--- config.mk ---
export PLATFORM = sky130hd
export DESIGN_NAME = rounded_rect_pixel_shader
export DESIGN_NICKNAME = d
export VERILOG_FILES = /design/src/rrps_pkg.sv /design/src/rounded_rect_pixel_shader.sv
export SDC_FILE = /design/constraint.sdc
export NUM_CORES = 2
export LEC_CHECK = 0
export ABC_AREA = 1
export BUFFER_PORTS_ARGS = -buffer_cell sky130_fd_sc_hd__buf_2
export CAP_MARGIN = 20
export CORE_UTILIZATION = 45
export CTS_CLUSTER_DIAMETER = 200
export DETAILED_ROUTE_END_ITERATION = 10
export PLACE_DENSITY_LB_ADDON = 0.08
export SLEW_MARGIN = 40
export SYNTH_ARGS = -nofsm -noshare
export SYNTH_HDL_FRONTEND = slang
export SYNTH_SLANG_ARGS = --single-unit
--- constraint.sdc ---
create_clock -name clock -period 8.69 [get_ports clock]
set_input_delay 0.4345 -clock clock [delete_from_list [all_inputs] [get_ports clock]]
set_output_delay 0.4345 -clock clock [all_outputs]
set_load 0.01 [all_outputs]
--- src/rrps_pkg.sv ---
// rrps_pkg: constants shared by the rounded rectangle pixel shader
// register map, register bus widths and coverage codes; no dependencies

package rrps_pkg;

   localparam int CSR_ADDR_WIDTH = 5;
   localparam int CSR_DATA_WIDTH = 32;

   localparam logic [2:0] REG_RECT_LEFT     = 3'd0;
   localparam logic [2:0] REG_RECT_TOP      = 3'd1;
   localparam logic [2:0] REG_RECT_WIDTH    = 3'd2;
   localparam logic [2:0] REG_RECT_HEIGHT   = 3'd3;
   localparam logic [2:0] REG_CORNER_RADIUS = 3'd4;
   localparam logic [2:0] REG_BODY_COLOUR   = 3'd5;
   localparam logic [2:0] REG_EDGE_COLOUR   = 3'd6;

   localparam int COLOUR_WIDTH = 16;

   localparam logic [1:0] COV_NONE = 2'd0;
   localparam logic [1:0] COV_BODY = 2'd1;
   localparam logic [1:0] COV_EDGE = 2'd2;

endpackage

--- src/rounded_rect_pixel_shader.sv ---
// rounded_rect_pixel_shader: shades one pixel a beat against a rounded rectangle
// an accepted req beat passes stages 1 to 4, the root stages and the output stage to its rsp beat
// throughput one pixel per cycle while rsp is not stalled; empty stages close up while rsp is stalled
// the corner root takes one stage per root bit, COORD_WIDTH - 1 stages
// synchronous reset clears all valid bits and the configuration registers to zero
// depends on rrps_pkg

module rounded_rect_pixel_shader #(
   parameter int COORD_WIDTH = 12
) (
   input  logic                                clock,
   input  logic                                reset,
   input  logic                                csr_psel,
   input  logic                                csr_penable,
   input  logic                                csr_pwrite,
   input  logic [rrps_pkg::CSR_ADDR_WIDTH-1:0] csr_paddr,
   input  logic [rrps_pkg::CSR_DATA_WIDTH-1:0] csr_pwdata,
   output logic [rrps_pkg::CSR_DATA_WIDTH-1:0] csr_prdata,
   output logic                                csr_pready,
   input  logic                                req_valid,
   output logic                                req_stall,
   input  logic [COORD_WIDTH-1:0]              req_pixel_col,
   input  logic [COORD_WIDTH-1:0]              req_pixel_row,
   input  logic [rrps_pkg::COLOUR_WIDTH-1:0]   req_under_colour,
   output logic                                rsp_valid,
   input  logic                                rsp_stall,
   output logic [rrps_pkg::COLOUR_WIDTH-1:0]   rsp_new_colour,
   output logic [1:0]                          rsp_covered
);
   import rrps_pkg::*;

   localparam int CW = COORD_WIDTH;
   localparam int RW = COORD_WIDTH - 1;
   localparam int OW = COORD_WIDTH + 2;

   typedef struct packed {
      logic [OW-1:0]           col_off;
      logic [RW-1:0]           rad;
      logic [COLOUR_WIDTH-1:0] under;
      logic                    in_rect;
      logic                    edge_hit;
   } pass_type;

   // configuration registers
   logic signed [CW:0]      left_ff;
   logic signed [CW:0]      top_ff;
   logic [CW-1:0]           width_ff;
   logic [CW-1:0]           height_ff;
   logic signed [CW-1:0]    radius_ff;
   logic [COLOUR_WIDTH-1:0] body_ff;
   logic [COLOUR_WIDTH-1:0] edge_ff;

   logic       csr_write;
   logic [2:0] csr_index;

   assign csr_pready = 1'b1;
   assign csr_write  = csr_psel && csr_penable && csr_pwrite;
   assign csr_index  = csr_paddr[4:2];

   always_ff @(posedge clock) begin
      if (reset) begin
         left_ff   <= '0;
         top_ff    <= '0;
         width_ff  <= '0;
         height_ff <= '0;
         radius_ff <= '0;
         body_ff   <= '0;
         edge_ff   <= '0;
      end else if (csr_write) begin
         case (csr_index)
            REG_RECT_LEFT:     left_ff   <= csr_pwdata[CW:0];
            REG_RECT_TOP:      top_ff    <= csr_pwdata[CW:0];
            REG_RECT_WIDTH:    width_ff  <= csr_pwdata[CW-1:0];
            REG_RECT_HEIGHT:   height_ff <= csr_pwdata[CW-1:0];
            REG_CORNER_RADIUS: radius_ff <= csr_pwdata[CW-1:0];
            REG_BODY_COLOUR:   body_ff   <= csr_pwdata[COLOUR_WIDTH-1:0];
            REG_EDGE_COLOUR:   edge_ff   <= csr_pwdata[COLOUR_WIDTH-1:0];
            default: ;
         endcase
      end
   end

   always_comb begin
      csr_prdata = '0;
      case (csr_index)
         REG_RECT_LEFT:     csr_prdata[CW:0]             = left_ff;
         REG_RECT_TOP:      csr_prdata[CW:0]             = top_ff;
         REG_RECT_WIDTH:    csr_prdata[CW-1:0]           = width_ff;
         REG_RECT_HEIGHT:   csr_prdata[CW-1:0]           = height_ff;
         REG_CORNER_RADIUS: csr_prdata[CW-1:0]           = radius_ff;
         REG_BODY_COLOUR:   csr_prdata[COLOUR_WIDTH-1:0] = body_ff;
         REG_EDGE_COLOUR:   csr_prdata[COLOUR_WIDTH-1:0] = edge_ff;
         default:           csr_prdata                   = '0;
      endcase
   end

   // legal radius: negative or above half the height becomes half the height
   logic [RW-1:0] half_h;
   logic [RW-1:0] rad_legal;

   assign half_h    = height_ff[CW-1:1];
   assign rad_legal = (radius_ff[CW-1] || (radius_ff[CW-2:0] > half_h))
                      ? half_h : radius_ff[RW-1:0];

   // stage enables, each stage loads when empty or when its successor loads
   logic          en1, en2, en3, en4, en_out;
   logic [RW-1:0] rt_en;

   logic          s1_valid_ff, s2_valid_ff, s3_valid_ff, s4_valid_ff;
   logic [RW-1:0] rt_valid_ff;
   logic          rsp_valid_ff;

   assign en_out = !rsp_valid_ff || !rsp_stall;

   genvar g;
   generate
      for (g = 0; g < RW; g++) begin : g_en
         if (g == RW - 1) begin : g_last
            assign rt_en[g] = !rt_valid_ff[g] || en_out;
         end else begin : g_mid
            assign rt_en[g] = !rt_valid_ff[g] || rt_en[g+1];
         end
      end
   endgenerate

   assign en4 = !s4_valid_ff || rt_en[0];
   assign en3 = !s3_valid_ff || en4;
   assign en2 = !s2_valid_ff || en3;
   assign en1 = !s1_valid_ff || en2;

   assign req_stall = !en1;

   // stage 1: offsets from the rectangle's top left corner
   logic [OW-1:0]           s1_col_off_ff, s1_row_off_ff;
   logic [OW-1:0]           s1_col_off_in, s1_row_off_in;
   logic [COLOUR_WIDTH-1:0] s1_under_ff;

   assign s1_col_off_in = {2'b00, req_pixel_col} - {left_ff[CW], left_ff};
   assign s1_row_off_in = {2'b00, req_pixel_row} - {top_ff[CW], top_ff};

   always_ff @(posedge clock) begin
      if (reset) begin
         s1_valid_ff <= 1'b0;
      end else if (en1) begin
         s1_valid_ff <= req_valid;
      end
   end

   always_ff @(posedge clock) begin
      if (en1) begin
         s1_col_off_ff <= s1_col_off_in;
         s1_row_off_ff <= s1_row_off_in;
         s1_under_ff   <= req_under_colour;
      end
   end

   // stage 2: rectangle test, border test and row distance from the arc center
   logic signed [OW-1:0] col_s, row_s, w_s, h_s;
   logic                 in_rect, border;
   logic [CW-1:0]        row_u, h_minus_r, dy_top, dy_bot;
   pass_type             s2_pass_in, s2_pass_ff;
   logic [RW-1:0]        s2_dy_in, s2_dy_ff;

   always_comb begin
      col_s     = $signed(s1_col_off_ff);
      row_s     = $signed(s1_row_off_ff);
      w_s       = $signed({2'b00, width_ff});
      h_s       = $signed({2'b00, height_ff});
      in_rect   = (col_s >= 0) && (col_s < w_s) && (row_s >= 0) && (row_s < h_s);
      border    = (col_s == 0) || (col_s == w_s - 1) || (row_s == 0) || (row_s == h_s - 1);
      row_u     = s1_row_off_ff[CW-1:0];
      h_minus_r = height_ff - {1'b0, rad_legal};
      dy_top    = {1'b0, rad_legal} - row_u;
      dy_bot    = row_u - h_minus_r;
      if (row_u < {1'b0, rad_legal}) begin
         s2_dy_in = dy_top[RW-1:0];
      end else if (row_u >= h_minus_r) begin
         s2_dy_in = dy_bot[RW-1:0];
      end else begin
         s2_dy_in = '0;
      end
      s2_pass_in.col_off  = s1_col_off_ff;
      s2_pass_in.rad      = rad_legal;
      s2_pass_in.under    = s1_under_ff;
      s2_pass_in.in_rect  = in_rect;
      s2_pass_in.edge_hit = in_rect && border && (edge_ff != '0);
   end

   always_ff @(posedge clock) begin
      if (reset) begin
         s2_valid_ff <= 1'b0;
      end else if (en2) begin
         s2_valid_ff <= s1_valid_ff;
      end
   end

   always_ff @(posedge clock) begin
      if (en2) begin
         s2_pass_ff <= s2_pass_in;
         s2_dy_ff   <= s2_dy_in;
      end
   end

   // stage 3: squares of radius and row distance
   pass_type        s3_pass_ff;
   logic [2*RW-1:0] s3_rr_ff, s3_dd_ff;

   always_ff @(posedge clock) begin
      if (reset) begin
         s3_valid_ff <= 1'b0;
      end else if (en3) begin
         s3_valid_ff <= s2_valid_ff;
      end
   end

   always_ff @(posedge clock) begin
      if (en3) begin
         s3_pass_ff <= s2_pass_ff;
         s3_rr_ff   <= s2_pass_ff.rad * s2_pass_ff.rad;
         s3_dd_ff   <= s2_dy_ff * s2_dy_ff;
      end
   end

   // stage 4: radicand
   pass_type        s4_pass_ff;
   logic [2*RW-1:0] s4_sq_ff;

   always_ff @(posedge clock) begin
      if (reset) begin
         s4_valid_ff <= 1'b0;
      end else if (en4) begin
         s4_valid_ff <= s3_valid_ff;
      end
   end

   always_ff @(posedge clock) begin
      if (en4) begin
         s4_pass_ff <= s3_pass_ff;
         s4_sq_ff   <= s3_rr_ff - s3_dd_ff;
      end
   end

   // floor square root, one result bit per stage
   pass_type        rt_pass_ff [RW];
   logic [RW+1:0]   rt_rem_ff  [RW];
   logic [RW-1:0]   rt_root_ff [RW];
   logic [2*RW-1:0] rt_sq_ff   [RW];

   generate
      for (g = 0; g < RW; g++) begin : g_root
         pass_type        pass_prev;
         logic            valid_prev;
         logic [RW+1:0]   rem_prev, rem_sh, trial, rem_in;
         logic [RW-1:0]   root_prev, root_in;
         logic [2*RW-1:0] sq_prev;
         logic            ge;

         if (g == 0) begin : g_first
            assign pass_prev  = s4_pass_ff;
            assign valid_prev = s4_valid_ff;
            assign rem_prev   = '0;
            assign root_prev  = '0;
            assign sq_prev    = s4_sq_ff;
         end else begin : g_next
            assign pass_prev  = rt_pass_ff[g-1];
            assign valid_prev = rt_valid_ff[g-1];
            assign rem_prev   = rt_rem_ff[g-1];
            assign root_prev  = rt_root_ff[g-1];
            assign sq_prev    = rt_sq_ff[g-1];
         end

         assign rem_sh  = {rem_prev[RW-1:0], sq_prev[2*RW-1 -: 2]};
         assign trial   = {root_prev, 2'b01};
         assign ge      = rem_sh >= trial;
         assign rem_in  = ge ? (rem_sh - trial) : rem_sh;
         assign root_in = {root_prev[RW-2:0], ge};

         always_ff @(posedge clock) begin
            if (reset) begin
               rt_valid_ff[g] <= 1'b0;
            end else if (rt_en[g]) begin
               rt_valid_ff[g] <= valid_prev;
            end
         end

         always_ff @(posedge clock) begin
            if (rt_en[g]) begin
               rt_pass_ff[g] <= pass_prev;
               rt_rem_ff[g]  <= rem_in;
               rt_root_ff[g] <= root_in;
               rt_sq_ff[g]   <= {sq_prev[2*RW-3:0], 2'b00};
            end
         end
      end
   endgenerate

   // output stage: row inset and colour choice
   pass_type                fin_pass;
   logic [RW-1:0]           inset;
   logic signed [OW-1:0]    fin_col, fin_lo, fin_hi;
   logic                    in_body;
   logic [COLOUR_WIDTH-1:0] rsp_new_colour_ff, rsp_new_colour_in;
   logic [1:0]              rsp_covered_ff, rsp_covered_in;

   always_comb begin
      fin_pass = rt_pass_ff[RW-1];
      inset    = fin_pass.rad - rt_root_ff[RW-1];
      fin_col  = $signed(fin_pass.col_off);
      fin_lo   = $signed({3'b000, inset});
      fin_hi   = $signed({2'b00, width_ff}) - fin_lo;
      in_body  = fin_pass.in_rect && (fin_col >= fin_lo) && (fin_col < fin_hi);
      if (fin_pass.edge_hit) begin
         rsp_new_colour_in = edge_ff;
         rsp_covered_in    = COV_EDGE;
      end else if (in_body) begin
         rsp_new_colour_in = body_ff;
         rsp_covered_in    = COV_BODY;
      end else begin
         rsp_new_colour_in = fin_pass.under;
         rsp_covered_in    = COV_NONE;
      end
   end

   always_ff @(posedge clock) begin
      if (reset) begin
         rsp_valid_ff <= 1'b0;
      end else if (en_out) begin
         rsp_valid_ff <= rt_valid_ff[RW-1];
      end
   end

   always_ff @(posedge clock) begin
      if (en_out) begin
         rsp_new_colour_ff <= rsp_new_colour_in;
         rsp_covered_ff    <= rsp_covered_in;
      end
   end

   assign rsp_valid      = rsp_valid_ff;
   assign rsp_new_colour = rsp_new_colour_ff;
   assign rsp_covered    = rsp_covered_ff;

endmodule
==> metrics.cfg <==
[logic_synthesis]
syn_inst=4363
yosysTopAreaCellShare_pct=57.4
ys_seq_area_share_pct=61.6
synth_flop_cell=edfxtp_1
synthTopCellsByArea=edfxtp_1 57%, ha_1 8.2%, inv_1 5.0%, fa_1 5.0%, nand2_1 4.3%
ys_warn_count=0
synth_top_area_cell=edfxtp_1
synth_cell_types=56
synth_seq_cells=1125
syn-cell-area_sq_um=53100
async_flop_share_pct=0
avgSynthCellArea_sq_um=12.2
synth_edf_count=1015

[global_routing]
grt_max_degree=74
grt_pass1_wl_um=165000
grt_usage_pct=17.6
grt_pass1_vias=29988
antenna_found_initial=2
grt.overflow.total=0

[min_path]
holdCritPathClass=primary input to flip-flop
whs_path_depth=3
hold_start=csr_pwdata[12]
min_to=left_ff[12]

[sta]
finalMaxSlewViolations=0
rsz0062_at_grt=no
final_hold_viol_count=0
max_freq_mhz=169
setup_violations=0
fin_skew_ns=0.0590
max_slew_margin_pct=39.0
worst_slack_ns=2.78
min_period_over_period_pct=68.1
worst_slew_pin_slew_ns=0.903
finalSetupTns_ns=0
fin_crit_ns=5.91

[pwr]
switchingPower_mw=4.92
p_seq_share_pct=47.5
combPwrFrac_pct=24.2
irDropWorstVdd_uv=184
p_sw_share_pct=30.0
p_leak_nw=26.2
intPower_mw=11.5
power.density_nw_per_um2=278
clockPowerShare_pct=28.3
power.total_mw=16.4

[route]
ant_nets=0
wl_um=103000
wl_per_cell_um=16.7
drcViolationCount=0
viasPerCell=4.92
drt_iter0_markers=1755
vias=30311
firstDrtPassIters=5

[cts]
cts_root_buf=clkbuf_16
cts_sinks=1125
clk_path_buf_depth=3
cts_buffers=115
cts_tree=yes
clk_pin_slew_ns=0.06
htree_levels=3
clk_latency_ns=0.71

[setup_path]
rr_endpoint=s2_dy_ff[7]
end_kind=flip-flop
cpMaxStageDelayCell=o21ai_0
path_max_fanout=20
start_kind=flip-flop
rrSetupSlack_ns=2.78
required_ns=9.10
cp_common_cell=nand2_1
cpPeakStageDelay_ns=0.66
crit_arrival_ns=6.33
rr_startpoint=height_ff[3]
path_class=flip-flop to flip-flop
r2r_cells=29

[finish]
fin_nets=5107
area_delta_synth_final_pct=11.4
layout.cells.most_common_list=1,015 x edfxtp_1, 704 x inv_1, 607 x nand2_1, 346 x ha_1, 253 x nor2_1
regArea_sq_um=32700
fillerInstances=10129
layout_commonest_cell=edfxtp_1
drive_gt1_share_pct=7.12
fin_util_pct=50.7
multiInputGateArea_sq_um=17300
fin_cells=6163

[floorplanning]
fp.dieH_um=345
die_w_um=345
boundaryPins=137
core_region_area_sq_um=117000
initial_core_util_pct=45.5
dieArea_sq_um=119000
num_rows=125

[placed_design]
place_ws_ns=2.63
io_buffers=101
dp_hpwl_um=76200
gp_congestion=0.891
dp.cells=5929

[status]
status=finished clean

[flow_run]
maxCapViolCount=0

[cells by family (layout without fill, tap and decap cells)]
group | after synthesis | count (layout) | synth area share, %
compound gates | 599 | 599 | 6.55
xor+xnor | 234 | 234 | 3.86
fa+ha+maj | 479 | 479 | 13.2
buf+inv | 814 | 1073 | 5.90
flops | 1125 | 1125 | 61.6
other cells | 2 | 19 | 0.0142
simple gates | 1110 | 1110 | 8.89
[through the flow]
stage | hold WS, ns | cell area, sq um
after detailed placement | 0.405 | 55300
after global placement | 0.400 | 55200
after global routing | 0.0714 | 59100
after CTS | 0.0478 | 59100
final | 0.0993 | 59100
after floorplan | 0.400 | 53100
[cell type report]
class	instances	share of cell area (%)
clock buffers	144	5.11
inverters	722	4.58
flip-flops and latches	1125	55.3
multi-input cells	2440	29.3
repair buffers	140	1.52
clock inverters	67	0.937
diodes	1	0.00423
well taps	1524	3.23
[cell usage after synthesis (12+ instances only)]
cell,number
xnor2_1,69
nor3_1,33
a21oi_1,236
nor4_1,22
clkbuf_1,66
inv_1,712
o21ai_1,12
a211oi_1,90
fa_1,133
nand2_1,609
xor2_1,165
nand4_1,34
ha_1,346
o22ai_1,26
o211ai_1,16
nand3_1,103
dfxtp_1,110
buf_4,18
o21ai_0,155
nor2_1,254
edfxtp_1,1015
[metal layers]
metal	vias to the layer above	global-route usage [%]	wire [um]
met2	448	27.7	46300
met4	0	4.87	2530
li1	15279	-	-
met3	155	2.30	3620
met5	-	0	0
met1	14429	25.6	50700
[power groups by stage]
stage / clock [mW] / combinational [mW] / sequential (mW)
after global routing: 5.01 / 4.65 / 7.92
after floorplan: 0 / 3.21 / 7.65
after detailed placement: 0 / 4.00 / 7.92
final: 4.64 / 3.98 / 7.80
after CTS: 4.80 / 4.04 / 7.82
after global placement: 0 / 3.96 / 7.89
[registers in the layout, summed over array words and instances (netlist names), 2 cells and up]
| register | flops |
|---|---|
| rt_pass_ff | 473 |
| rt_sq_ff | 110 |
| rt_rem_ff | 101 |
| rt_root_ff | 66 |
| g_root.pass_prev | 43 |
| s2_pass_ff | 43 |
| s3_pass_ff | 43 |
| g_root.sq_prev | 22 |
| s3_dd_ff | 21 |
| s3_rr_ff | 20 |
| body_ff | 16 |
| edge_ff | 16 |
| rsp_new_colour | 16 |
| s1_under_ff | 16 |
| col_s | 14 |
| row_s | 14 |
| left_ff | 13 |
| top_ff | 13 |
| height_ff | 12 |
| radius_ff | 12 |
| width_ff | 12 |
| g_root.valid_prev | 11 |
| s2_dy_ff | 11 |
| rsp_covered | 2 |
[worst max path at each step]
stage | startpoint | to | cells past startpoint
after global placement | height_ff[3] | s2_dy_ff[10] | 27
after detailed placement | height_ff[3] | s2_dy_ff[7] | 27
after CTS | height_ff[3] | s2_dy_ff[7] | 27
after global routing | height_ff[3] | s2_dy_ff[6] | 27
after floorplan | rsp_stall | req_stall | 14
final | height_ff[3] | s2_dy_ff[7] | 29
[worst max-delay path: cells and delay by family (launching register included)]
family	cells	cell delay, ns
buffers and inverters	3	0.48
flip-flops	1	0.61
adder cells (fa/ha/maj)	3	1.12
AO/OA/AOI/OAI	7	1.82
AND/OR/NAND/NOR	16	1.59
[repair_timing]
action | 4_1_cts | 5_1_grt
hold buffers | 20 | 0
gates resized for setup | 0 | 0
setup buffers | 0 | 0
endpoints found under the hold margin | 23 | 0
(Power assumes the default switching activity.)
